[config.mk]
export PLATFORM = sky130hd
export DESIGN_NAME = led_strip_frame_byte_generator_core_flat
export DESIGN_NICKNAME = d
export VERILOG_FILES = /design/src/lsfb_pkg.sv /design/src/lsfb_if.sv /design/src/led_strip_frame_byte_generator_core.sv /design/src/lsfb_ctrl.sv /design/src/lsfb_datapath.sv /design/src/flat_wrapper.sv
export SDC_FILE = /design/constraint.sdc
export NUM_CORES = 2
export LEC_CHECK = 0
export BUFFER_PORTS_ARGS = -buffer_cell sky130_fd_sc_hd__buf_2
export CORE_MARGIN = 2
export CORE_UTILIZATION = 34
export CTS_CLUSTER_DIAMETER = 120
export CTS_CLUSTER_SIZE = 25
export DETAILED_ROUTE_END_ITERATION = 10
export GPL_ROUTABILITY_DRIVEN = 0
export SLEW_MARGIN = 20
export SYNTH_ARGS = -nofsm -noshare
export SYNTH_HDL_FRONTEND = slang
export SYNTH_HIERARCHICAL = 1
export SYNTH_SLANG_ARGS = --single-unit
[constraint.sdc]
create_clock -name clk -period 16.36 [get_ports clk]
set_input_delay 4.09 -clock clk [delete_from_list [all_inputs] [get_ports clk]]
set_output_delay 4.09 -clock clk [all_outputs]
set_load 0.1 [all_outputs]
[src/lsfb_pkg.sv]
// Package for the LED strip frame byte generator.
// Holds sizes, opcode and register codes, the controller state type and the
// controller-to-datapath command struct. No dependencies.
package lsfb_pkg;

  localparam int BUFFER_BYTES   = 128;
  localparam int PREAMBLE_BYTES = 4;
  localparam int MAX_PIXELS     = 32;

  localparam int ADDR_W    = $clog2(BUFFER_BYTES);
  localparam int POS_W     = $clog2(PREAMBLE_BYTES + MAX_PIXELS * 4);
  localparam int PIXCNT_W  = 6;
  localparam int OFFSET_W  = 7;
  localparam int INDEX_W   = 7;
  localparam int CFG_IDX_W = 3;
  localparam int CFG_DATA_W = 8;

  localparam logic [7:0]  VALUE_LIMIT = 8'd120;
  localparam logic [15:0] REGION_RECIP = 16'd48771;
  localparam logic [7:0]  REGION_SPAN = 8'd43;
  localparam logic [7:0]  LED_HEADER = 8'hff;
  localparam logic [7:0]  PREAMBLE_BYTE = 8'h00;

  typedef enum logic {
    OP_TX    = 1'b0,
    OP_WRITE = 1'b1
  } lsfb_op_t;

  typedef enum logic [CFG_IDX_W-1:0] {
    CFG_GLOBAL_MODE   = 3'd0,
    CFG_HUE           = 3'd1,
    CFG_SATURATION    = 3'd2,
    CFG_BRIGHTNESS    = 3'd3,
    CFG_PIXEL_COUNT   = 3'd4,
    CFG_BUFFER_OFFSET = 3'd5
  } lsfb_cfg_idx_t;

  typedef enum logic [2:0] {
    ST_IDLE,
    ST_REGION,
    ST_FRAC,
    ST_MUL1,
    ST_MUL2,
    ST_LOAD
  } lsfb_state_t;

  // Commands from the controller to the datapath.
  typedef struct packed {
    logic buf_write;
    logic region_en;
    logic frac_en;
    logic mul1_en;
    logic mul2_en;
    logic load_out;
  } lsfb_ctl_t;

endpackage

[src/lsfb_if.sv]
// Valid/ready channel interfaces for the LED strip frame byte generator.
// Depends on lsfb_pkg for field widths.
interface lsfb_item_if;
  logic                           valid;
  logic                           ready;
  logic                           opcode;
  logic [lsfb_pkg::INDEX_W-1:0]   buffer_index;
  logic [7:0]                     buffer_data;

  modport source (output valid, opcode, buffer_index, buffer_data, input ready);
  modport sink (input valid, opcode, buffer_index, buffer_data, output ready);
endinterface

interface lsfb_frame_if;
  logic        valid;
  logic        ready;
  logic [7:0]  tx_byte;
  logic        last_of_frame;
  logic [15:0] frames_done;

  modport source (output valid, tx_byte, last_of_frame, frames_done, input ready);
  modport sink (input valid, tx_byte, last_of_frame, frames_done, output ready);
endinterface

[src/led_strip_frame_byte_generator_core.sv]
// LED strip frame byte generator. Each transmit item yields one byte of an
// addressable LED strip frame (four zero bytes, then four bytes per pixel:
// 0xff, blue, green, red in global mode, else bytes from the pixel buffer),
// with the last byte of each frame marked and the frame count reported. A
// write item stores one pixel buffer byte, yields nothing and is taken in
// the idle state. A transmit item runs the four-step HSV-to-RGB sequence
// (one multiply rank per step) and then the output load before its byte
// appears on the frame channel; the next item is accepted in the cycle after
// the load, while the byte still waits in the output register. The load step
// holds for as long as the previous byte is still unclaimed. Buffer entries
// must be written before a frame reads them. Depends on lsfb_pkg, lsfb_if,
// lsfb_ctrl and lsfb_datapath.
module led_strip_frame_byte_generator_core (
  input  logic                            clk,
  input  logic                            rst,
  input  logic                            cfg_we,
  input  logic [lsfb_pkg::CFG_IDX_W-1:0]  cfg_index,
  input  logic [lsfb_pkg::CFG_DATA_W-1:0] cfg_data,
  lsfb_item_if.sink                       item,
  lsfb_frame_if.source                    frame
);
  import lsfb_pkg::*;

  lsfb_ctl_t ctl;

  lsfb_ctrl u_ctrl (
    .clk         (clk),
    .rst         (rst),
    .item_valid  (item.valid),
    .item_opcode (item.opcode),
    .item_ready  (item.ready),
    .out_ready   (frame.ready),
    .out_valid   (frame.valid),
    .ctl         (ctl)
  );

  lsfb_datapath u_datapath (
    .clk           (clk),
    .rst           (rst),
    .cfg_we        (cfg_we),
    .cfg_index     (cfg_index),
    .cfg_data      (cfg_data),
    .ctl           (ctl),
    .item_index    (item.buffer_index),
    .item_data     (item.buffer_data),
    .tx_byte       (frame.tx_byte),
    .last_of_frame (frame.last_of_frame),
    .frames_done   (frame.frames_done)
  );

endmodule

[src/lsfb_ctrl.sv]
// Controller for the LED strip frame byte generator: sequences the color
// computation and the output register load. Depends on lsfb_pkg.
module lsfb_ctrl (
  input  logic               clk,
  input  logic               rst,
  input  logic               item_valid,
  input  logic               item_opcode,
  output logic               item_ready,
  input  logic               out_ready,
  output logic               out_valid,
  output lsfb_pkg::lsfb_ctl_t ctl
);
  import lsfb_pkg::*;

  lsfb_state_t state, state_next;
  logic        out_valid_next;
  logic        slot_free;

  assign slot_free = !out_valid || out_ready;

  always_ff @(posedge clk) begin
    if (rst) begin
      state     <= ST_IDLE;
      out_valid <= 1'b0;
    end else begin
      state     <= state_next;
      out_valid <= out_valid_next;
    end
  end

  always_comb begin
    state_next     = state;
    item_ready     = 1'b0;
    ctl            = '0;
    out_valid_next = out_valid && !out_ready;
    unique case (state)
      ST_IDLE: begin
        item_ready = 1'b1;
        if (item_valid) begin
          if (item_opcode == OP_WRITE) begin
            ctl.buf_write = 1'b1;
          end else begin
            state_next = ST_REGION;
          end
        end
      end
      ST_REGION: begin
        ctl.region_en = 1'b1;
        state_next    = ST_FRAC;
      end
      ST_FRAC: begin
        ctl.frac_en = 1'b1;
        state_next  = ST_MUL1;
      end
      ST_MUL1: begin
        ctl.mul1_en = 1'b1;
        state_next  = ST_MUL2;
      end
      ST_MUL2: begin
        ctl.mul2_en = 1'b1;
        state_next  = ST_LOAD;
      end
      ST_LOAD: begin
        // Wait here while the previous byte is still unclaimed.
        if (slot_free) begin
          ctl.load_out   = 1'b1;
          out_valid_next = 1'b1;
          state_next     = ST_IDLE;
        end
      end
      default: state_next = ST_IDLE;
    endcase
  end

  a_tx_starts_calc: assert property (@(posedge clk) disable iff (rst)
    (item_valid && item_ready && item_opcode == OP_TX) |=> state == ST_REGION)
    else $error("transmit item did not start the color sequence");

  a_load_needs_slot: assert property (@(posedge clk) disable iff (rst)
    ctl.load_out |-> (!out_valid || out_ready))
    else $error("output register overwritten before transfer");

  a_load_sets_valid: assert property (@(posedge clk) disable iff (rst)
    ctl.load_out |=> out_valid)
    else $error("loaded byte not presented");

  a_mul2_then_load: assert property (@(posedge clk) disable iff (rst)
    state == ST_MUL2 |=> state == ST_LOAD)
    else $error("sequence skipped the load step");

endmodule

[src/lsfb_datapath.sv]
// Datapath for the LED strip frame byte generator: configuration registers,
// pixel buffer, HSV-to-RGB stages, frame position and output register.
// Depends on lsfb_pkg.
module lsfb_datapath (
  input  logic                          clk,
  input  logic                          rst,
  input  logic                          cfg_we,
  input  logic [lsfb_pkg::CFG_IDX_W-1:0] cfg_index,
  input  logic [lsfb_pkg::CFG_DATA_W-1:0] cfg_data,
  input  lsfb_pkg::lsfb_ctl_t           ctl,
  input  logic [lsfb_pkg::INDEX_W-1:0]  item_index,
  input  logic [7:0]                    item_data,
  output logic [7:0]                    tx_byte,
  output logic                          last_of_frame,
  output logic [15:0]                   frames_done
);
  import lsfb_pkg::*;

  // Configuration registers.
  logic                global_mode;
  logic [7:0]          hue;
  logic [7:0]          saturation;
  logic [7:0]          brightness;
  logic [PIXCNT_W-1:0] pixel_count;
  logic [OFFSET_W-1:0] buffer_offset;
  logic [PIXCNT_W-1:0] pixcnt_clamped;

  // Frame state.
  logic [POS_W-1:0] byte_pos;
  logic [15:0]      frame_counter;

  // Pixel buffer.
  logic [7:0] pbuf [BUFFER_BYTES];
  logic [7:0] rdata;

  // Color pipeline registers.
  logic [2:0] region;
  logic [7:0] frac;
  logic [7:0] p_val, sf, sg, q_val, t_val;

  logic [7:0]  vclamp;
  logic [23:0] region_prod;
  logic [7:0]  frac_diff;
  logic [10:0] frac_prod;
  logic [15:0] p_prod, sf_prod, sg_prod, q_prod, t_prod;

  logic [POS_W-1:0] rel;
  logic [ADDR_W-1:0] rd_addr;
  logic [POS_W:0]   pos_inc;
  logic [POS_W:0]   frame_len;
  logic             is_last;
  logic [7:0]       red, green, blue;
  logic [7:0]       byte_sel;

  always_comb begin
    pixcnt_clamped = cfg_data[PIXCNT_W-1:0];
    if (pixcnt_clamped == '0) begin
      pixcnt_clamped = PIXCNT_W'(1);
    end else if (pixcnt_clamped > PIXCNT_W'(MAX_PIXELS)) begin
      pixcnt_clamped = PIXCNT_W'(MAX_PIXELS);
    end
  end

  always_ff @(posedge clk) begin
    if (rst) begin
      global_mode   <= 1'b1;
      hue           <= '0;
      saturation    <= '0;
      brightness    <= '0;
      pixel_count   <= PIXCNT_W'(1);
      buffer_offset <= '0;
    end else if (cfg_we) begin
      unique case (cfg_index)
        CFG_GLOBAL_MODE:   global_mode   <= cfg_data[0];
        CFG_HUE:           hue           <= cfg_data[7:0];
        CFG_SATURATION:    saturation    <= cfg_data[7:0];
        CFG_BRIGHTNESS:    brightness    <= cfg_data[7:0];
        CFG_PIXEL_COUNT:   pixel_count   <= pixcnt_clamped;
        CFG_BUFFER_OFFSET: buffer_offset <= cfg_data[OFFSET_W-1:0];
        default: ;
      endcase
    end
  end

  // Buffer byte address: offset from the first pixel byte, wrapping at the
  // buffer size.
  assign rel     = byte_pos - POS_W'(PREAMBLE_BYTES);
  assign rd_addr = ADDR_W'(rel) + ADDR_W'(buffer_offset);

  always_ff @(posedge clk) begin
    if (ctl.buf_write) begin
      pbuf[item_index[ADDR_W-1:0]] <= item_data;
    end
    if (ctl.mul1_en) begin
      rdata <= pbuf[rd_addr];
    end
  end

  assign vclamp      = (brightness > VALUE_LIMIT) ? VALUE_LIMIT : brightness;
  assign region_prod = {16'd0, hue} * {8'd0, REGION_RECIP};
  assign frac_diff   = hue - 8'({5'd0, region} * REGION_SPAN);
  assign frac_prod   = {3'd0, frac_diff} * 11'd6;
  assign p_prod      = {8'd0, vclamp} * {8'd0, ~saturation};
  assign sf_prod     = {8'd0, saturation} * {8'd0, frac};
  assign sg_prod     = {8'd0, saturation} * {8'd0, ~frac};
  assign q_prod      = {8'd0, vclamp} * {8'd0, ~sf};
  assign t_prod      = {8'd0, vclamp} * {8'd0, ~sg};

  always_ff @(posedge clk) begin
    if (ctl.region_en) begin
      region <= region_prod[23:21];
    end
    if (ctl.frac_en) begin
      frac <= frac_prod[7:0];
    end
    if (ctl.mul1_en) begin
      p_val <= p_prod[15:8];
      sf    <= sf_prod[15:8];
      sg    <= sg_prod[15:8];
    end
    if (ctl.mul2_en) begin
      q_val <= q_prod[15:8];
      t_val <= t_prod[15:8];
    end
  end

  always_comb begin
    if (saturation == 8'd0) begin
      red   = vclamp;
      green = vclamp;
      blue  = vclamp;
    end else begin
      case (region)
        3'd0: begin red = vclamp; green = t_val;  blue = p_val;  end
        3'd1: begin red = q_val;  green = vclamp; blue = p_val;  end
        3'd2: begin red = p_val;  green = vclamp; blue = t_val;  end
        3'd3: begin red = p_val;  green = q_val;  blue = vclamp; end
        3'd4: begin red = t_val;  green = p_val;  blue = vclamp; end
        default: begin red = vclamp; green = p_val; blue = q_val; end
      endcase
    end
  end

  always_comb begin
    if (byte_pos < POS_W'(PREAMBLE_BYTES)) begin
      byte_sel = PREAMBLE_BYTE;
    end else if (global_mode) begin
      case (rel[1:0])
        2'd0:    byte_sel = LED_HEADER;
        2'd1:    byte_sel = blue;
        2'd2:    byte_sel = green;
        default: byte_sel = red;
      endcase
    end else begin
      byte_sel = rdata;
    end
  end

  assign frame_len = (POS_W+1)'(PREAMBLE_BYTES) + {1'b0, POS_W'({pixel_count, 2'b00})};
  assign pos_inc   = {1'b0, byte_pos} + (POS_W+1)'(1);
  assign is_last   = pos_inc >= frame_len;

  always_ff @(posedge clk) begin
    if (rst) begin
      byte_pos      <= '0;
      frame_counter <= '0;
    end else if (ctl.load_out) begin
      if (is_last) begin
        byte_pos      <= '0;
        frame_counter <= frame_counter + 16'd1;
      end else begin
        byte_pos <= pos_inc[POS_W-1:0];
      end
    end
  end

  always_ff @(posedge clk) begin
    if (ctl.load_out) begin
      tx_byte       <= byte_sel;
      last_of_frame <= is_last;
      frames_done   <= is_last ? frame_counter + 16'd1 : frame_counter;
    end
  end

endmodule
[src/flat_wrapper.sv]
// flat-port wrapper written by rule: the top's interface ports become plain ports
module led_strip_frame_byte_generator_core_flat import lsfb_pkg::*;
  (clk, rst, cfg_we, cfg_index, cfg_data, item_valid, item_opcode, item_buffer_index, item_buffer_data, item_ready, frame_valid, frame_tx_byte, frame_last_of_frame, frame_frames_done, frame_ready);
  lsfb_item_if item_i ();
  lsfb_frame_if frame_i ();
  input  logic clk;
  input  logic rst;
  input  logic cfg_we;
  input  logic [lsfb_pkg::CFG_IDX_W-1:0] cfg_index;
  input  logic [lsfb_pkg::CFG_DATA_W-1:0] cfg_data;
  input wire logic [$bits(item_i.valid)-1:0] item_valid;
  input wire logic [$bits(item_i.opcode)-1:0] item_opcode;
  input wire logic [$bits(item_i.buffer_index)-1:0] item_buffer_index;
  input wire logic [$bits(item_i.buffer_data)-1:0] item_buffer_data;
  output wire logic [$bits(item_i.ready)-1:0] item_ready;
  output wire logic [$bits(frame_i.valid)-1:0] frame_valid;
  output wire logic [$bits(frame_i.tx_byte)-1:0] frame_tx_byte;
  output wire logic [$bits(frame_i.last_of_frame)-1:0] frame_last_of_frame;
  output wire logic [$bits(frame_i.frames_done)-1:0] frame_frames_done;
  input wire logic [$bits(frame_i.ready)-1:0] frame_ready;
  assign item_i.valid = item_valid;
  assign item_i.opcode = item_opcode;
  assign item_i.buffer_index = item_buffer_index;
  assign item_i.buffer_data = item_buffer_data;
  assign item_ready = item_i.ready;
  assign frame_valid = frame_i.valid;
  assign frame_tx_byte = frame_i.tx_byte;
  assign frame_last_of_frame = frame_i.last_of_frame;
  assign frame_frames_done = frame_i.frames_done;
  assign frame_i.ready = frame_ready;
  led_strip_frame_byte_generator_core u_core (.clk(clk), .rst(rst), .cfg_we(cfg_we), .cfg_index(cfg_index), .cfg_data(cfg_data), .item(item_i), .frame(frame_i));
endmodule
[Word level (Yosys, flattened, before mapping)]
Memories as Yosys holds them, arrays and structs flattened. A register that Yosys moved wholly into a read port is not among the register bits.
Cells that the tools add are included.
Operators by class
  bitwise operators: 4
  $lt $le $gt $ge: 4
  equal/unequal tests: 19
  reductions and logical operators: 21
  $add $sub $neg: 6
  shift operators: 0
  multipliers: 8
  mux-type cells: 31
  divide/modulo/power cells: 0
Operator list (number)
  $pmux W8 S3: 4
  $mul A8 B8 Y16: 4
  $mux W8: 6
  $not A8 Y8: 4
  $mul A8 B16 Y24 const B: 1
  $eq A3 B2 Y1 const B: 6
  $pmux W3 S6: 1
  $add A16 B1 Y16 const B: 1
  $mux W16: 1
  $eq A3 B3 Y1 const B: 5
  $mul A8 B7 Y15: 1
  $mux W1: 14
  $mux W6: 2
  $reduce_and A2 Y1: 6
  $add A3 B8 Y9 const A: 1
  $add A8 B1 Y9 const B: 1
  $eq A3 B1 Y1 const B: 3
  $ge A9 B9 Y1: 1
  $logic_not A3 Y1: 3
  $mux W3: 3
  $gt A8 B7 Y1 const B: 1
  $logic_not A8 Y1: 1
  $lt A8 B3 Y1 const B: 1
  $mul A3 B6 Y8 const B: 1
  other kinds (15): 21
Word-level totals
  logic and storage cells: 114
  register bits: 141
  RAM bits: 1024
  bits in latches: 0
  memories kept: 1
  memory bits (read-only): 0
  input port bits: 32
Memories
  u_core.u_datapath.pbuf: depth 128, width 8, read ports 1, clocked after memory_dff 1, write ports 1, line lsfb_datapath.sv:33  | logic [7:0] pbuf [BUFFER_BYTES];

[Longest topological paths before layout]
  word-level depth: 6
  gate-level depth with buffers: 22

[Cells and area by module]
Netlist, hierarchy kept.
By module, submodules not included
  lsfb_datapath: sequential area each 34483.1 sq um, cells each 3548, times used 1, area an instance 57420.1 sq um
  lsfb_ctrl: sequential area each 80.1 sq um, cells each 27, times used 1, area an instance 235.2 sq um

[Least setup slack after synthesis]
No wires, ideal clock.
  path type: input port to flip-flop
  start: in frame_ready
  end: reg u_core.u_datapath.frame_counter[2]
  setup slack: 9.881 ns
  arrival time: 6.409 ns
  data required time: 16.290 ns
  library setup time: 0.070 ns
  stages on the path: 7
  cell sequence: nor2b_1 > nor2_1 > clkbuf_1 > inv_1 > clkbuf_1 > or4_1 > a21oi_1
RTL lines
  start: declaration: line flat_wrapper.sv:20  | input wire logic [$bits(frame_i.ready)-1:0] frame_ready;
  end signal: assignment: line lsfb_datapath.sv:170  | frame_counter <= frame_counter + 16'd1;
  end: declaration: line lsfb_datapath.sv:30  | logic [15:0] frame_counter;

==> impl_metrics.env <==
export IMPL_ctsRootBufferMaster="sky130_fd_sc_hd__clkbuf_16"
export IMPL_fin_crit_sh_pct=40.07
export IMPL_reg2reg_depth=17
export IMPL_finish_instance_area_um2=62020
export IMPL_max_freq_mhz=152.5
export IMPL_layout_drive_gt1_share_pct=15.25
export IMPL_ir_drop_mv=0.09331
export IMPL_critPathCaptureType="register"
export IMPL_detailedRoute_firstPassIterationCount=6
export IMPL_cts_inserted_buffers=53
export IMPL_maxCapViolCount=0
export IMPL_r2r_end="u_core/u_datapath/p_val[7]$_DFFE_PP_"
export IMPL_vertical_extent_of_the_die_um=415.8
export IMPL_die_width_um=415.8
export IMPL_dpl_hpwl_um=91580
export IMPL_worstPathRequired_ps=16660
export IMPL_cts_buffer_depth=3
export IMPL_power_density_nw_per_um2=88.33
export IMPL_n_fill_cell=15800
export IMPL_floorplan_initialDensity_pct=34.13
export IMPL_synthDistinctLibCells=76
export IMPL_reg2reg_from="u_core/u_datapath/brightness[7]$_SDFFE_PP0P_"
export IMPL_post_synth_top_area_cell="sky130_fd_sc_hd__edfxtp_1"
export IMPL_drt_iter0_drc=3555
export IMPL_core_area_um2=168900
export IMPL_post_cts_repair_setup_buffers=0
export IMPL_area_growth_syn_to_layout_pct=7.576
export IMPL_rows=151
export IMPL_synth_seq_cells=1173
export IMPL_grt_max_degree=76
export IMPL_synth_ff_type="sky130_fd_sc_hd__edfxtp_1"
export IMPL_synth_warning_count=6
export IMPL_grt_first_pass_wirelength_um=207200
export IMPL_wl_per_cell_um=23.65
export IMPL_path_cells="buf_2, and3_1, nor2b_1, nand3_2, nor2_1"
export IMPL_synth_top_cells_by_area="sky130_fd_sc_hd__edfxtp_1 58%, sky130_fd_sc_hd__mux4_2 13%, sky130_fd_sc_hd__fa_1 6.9%, sky130_fd_sc_hd__ha_1 5.8%, sky130_fd_sc_hd__dfxtp_1 2.3%"
export IMPL_synth_enable_flop_cells=1107
export IMPL_setup_total_negative_slack_ps=0
export IMPL_grt_antenna_before_repair=6
export IMPL_worst_pin_slew_ps=1078
export IMPL_setup_viol=0
export IMPL_critPathLaunchType="primary input"
export IMPL_startpoint="item_opcode"
export IMPL_rrSetupSlack_ps=10530
export IMPL_hold_path_cell_count=2
export IMPL_post_cts_resize_count=0
export IMPL_fin_nets=4095
export IMPL_first_global_vias=30810
export IMPL_holdCritPathClass="register to register"
export IMPL_postLayoutCoreUtil_pct=36.72
export IMPL_drt_antenna_violating_nets=0
export IMPL_criticalPathCategory="primary input to register"
export IMPL_hold_path_endpoint="u_core/u_datapath/brightness[2]$_SDFFE_PP0P_"
export IMPL_post_cts_hold_buffer_count=0
export IMPL_portion_of_the_post_synthesis_area_used_by_sequential_elements_pct=59.95
export IMPL_numPlacedInstances=5763
export IMPL_synth_async_reset_ratio_pct=0
export IMPL_status="complete, no violations"
export IMPL_critPathArrivalTime_ps=6850
export IMPL_final_max_slew_violation_count=0
export IMPL_placed_cell_area_um2=60510
export IMPL_power_static_leakage_uw=0.02156
export IMPL_crit_path_max_fanout=13
export IMPL_fin_worst_skew_ps=24.53
export IMPL_critical_path_slowest_cell="sky130_fd_sc_hd__nor2_1"
export IMPL_unrepaired_setup_endpoints_after_global_routing="no"
export IMPL_postSynthCellCount=3575
export IMPL_min_delay_start="u_core/u_datapath/brightness[2]$_SDFFE_PP0P_"
export IMPL_timing_final_crit_period_ps=6555
export IMPL_remaining_drc_errors=0
export IMPL_worst_path_largest_cell_delay_ps=820
export IMPL_grt_overflow_total=0
export IMPL_clk_pin_slew_ps=110
export IMPL_routed_via_density=5.286
export IMPL_clock_latency_ps=670
export IMPL_power_total_uw=5479
export IMPL_cts_tree="built"
export IMPL_ioPinCount=59
export IMPL_post_synth_cell_area_avg_um2=16.13
export IMPL_layoutNonFillerInstCount=5840
export IMPL_placement_io_buffers=58
export IMPL_post_synth_instance_area_um2=57660
export IMPL_drt_wl_total_um=138100
export IMPL_largest_register_ffs=1024
export IMPL_area_of_the_die_um2=172900
export IMPL_timing_slew_headroom_pct=27.57
export IMPL_global_route_usage_over_all_layers_pct=15.82
export IMPL_clock_sink_count=1173
export IMPL_dr_total_vias=30870
export IMPL_cts_max_level=2
export IMPL_netlist_area_leader_share_pct=57.66
export IMPL_finalHoldViolations=0
## layer usage
layer	wire length [um]	global-route usage (%)	vias up
met2	67120	26.06	976
met4	3204	3.538	8
met1	59850	22.52	16300
met5	50	0	-
met3	7872	1.807	147
li1	-	-	13440
## cell type report
cell class | instances | area, um^2 | area share, %
sequential | 1173 | 34560 | 55.73
inverter | 272 | 1021 | 1.646
multi-input combinational | 1991 | 21480 | 34.63
timing repair buffer | 109 | 693.2 | 1.118
clock inverter | 5 | 96.34 | 0.1553
clock buffer | 70 | 1390 | 2.241
antenna | 2 | 5.005 | 0.008069
tap | 2218 | 2775 | 4.474
## cell usage in the layout (no fill, tap or decap), drive strengths merged, types with 13 or more instances in the layout
| master | synthesis | final |
|---|---|---|
| nand2 | 157 | 157 |
| nor3 | 27 | 27 |
| inv | 271 | 274 |
| a21oi | 88 | 88 |
| o22ai | 23 | 23 |
| or2 | 13 | 13 |
| o21ai | 21 | 21 |
| ha | 265 | 265 |
| a21o | 16 | 16 |
| nand2b | 48 | 48 |
| a221oi | 16 | 16 |
| o21a | 15 | 15 |
| a222oi | 15 | 15 |
| nand3 | 45 | 45 |
| dfxtp | 66 | 66 |
| nor2 | 339 | 339 |
| edfxtp | 1107 | 1107 |
| clkbuf | 98 | 70 |
| conb | 2 | 24 |
| mux4 | 320 | 320 |
| mux2i | 31 | 31 |
| fa | 198 | 198 |
| buf | 63 | 109 |
| nor2b | 42 | 42 |
| xnor2 | 65 | 65 |
| xor2 | 27 | 27 |
| and2 | 27 | 27 |
| mux2 | 21 | 21 |
## report_power, final
group / switching [uW] / internal [uW]
clock network: 903 / 607
registers: 17.9 / 3300
logic: 402 / 247
## worst max path at each step
stage / end / slack, ps / depth (start not counted)
2_1_floorplan: u_core/u_datapath/frame_counter[2]$_SDFFE_PP0P_ / 9880 / 7
3_3_place_gp: u_core/u_datapath/pbuf[84][4]$_DFFE_PP_ / 9170 / 4
3_5_place_dp: u_core/u_datapath/pbuf[62][0]$_DFFE_PP_ / 9150 / 5
4_1_cts: u_core/u_datapath/pbuf[62][4]$_DFFE_PP_ / 9850 / 5
5_1_grt: u_core/u_datapath/pbuf[30][7]$_DFFE_PP_ / 9640 / 5
6_report: u_core/u_datapath/pbuf[62][4]$_DFFE_PP_ / 9800 / 5
## logic make-up (layout without fill, tap and decap cells)
kind of cell / after synthesis / after routing / share of synthesized area (%)
mux: 372 / 372 / 13.45
flops: 1173 / 1173 / 59.95
fa+ha+maj: 463 / 463 / 12.63
compound gates: 277 / 277 / 3.303
xor+xnor: 92 / 92 / 1.437
other cells: 2 / 26 / 0.01303
buf+inv: 433 / 456 / 3.147
simple gates: 763 / 763 / 6.079
## cell usage after synthesis (all sizes together) (5+ instances only)
| cell type | count |
|---|---|
| nor2 | 339 |
| nand2 | 157 |
| o21ai | 21 |
| nor3 | 27 |
| clkbuf | 98 |
| a21boi | 5 |
| o211ai | 8 |
| ha | 265 |
| o21bai | 7 |
| a21oi | 88 |
| nand4 | 11 |
| dfxtp | 66 |
| and2 | 27 |
| a222oi | 15 |
| a21o | 16 |
| o21a | 15 |
| o31ai | 8 |
| o211a | 5 |
| or4 | 7 |
| a31oi | 10 |
| mux4 | 320 |
| and3 | 11 |
| nor3b | 8 |
| mux2 | 21 |
| or3 | 11 |
| mux2i | 31 |
| nor4 | 6 |
| xnor2 | 65 |
| nand2b | 48 |
| nor2b | 42 |
| buf | 63 |
| and4 | 6 |
| edfxtp | 1107 |
| fa | 198 |
| xor2 | 27 |
| a221oi | 16 |
| or2 | 13 |
| a22oi | 9 |
| o22ai | 23 |
| nand3 | 45 |
| inv | 271 |
## critical path: cells and delay by family
kind	cells	cell delay [ps]
and+or+nand+nor	4	2660
buffers and inverters	1	90
## through the flow
stage,setup slack [ps],hold slack [ps]
6_report,9805,506.0
5_1_grt,9639,541.1
4_1_cts,9853,499.4
3_5_place_dp,9148,480.8
3_3_place_gp,9169,475.1
2_1_floorplan,9881,449.8
Power figures use the tool's default switching activity.
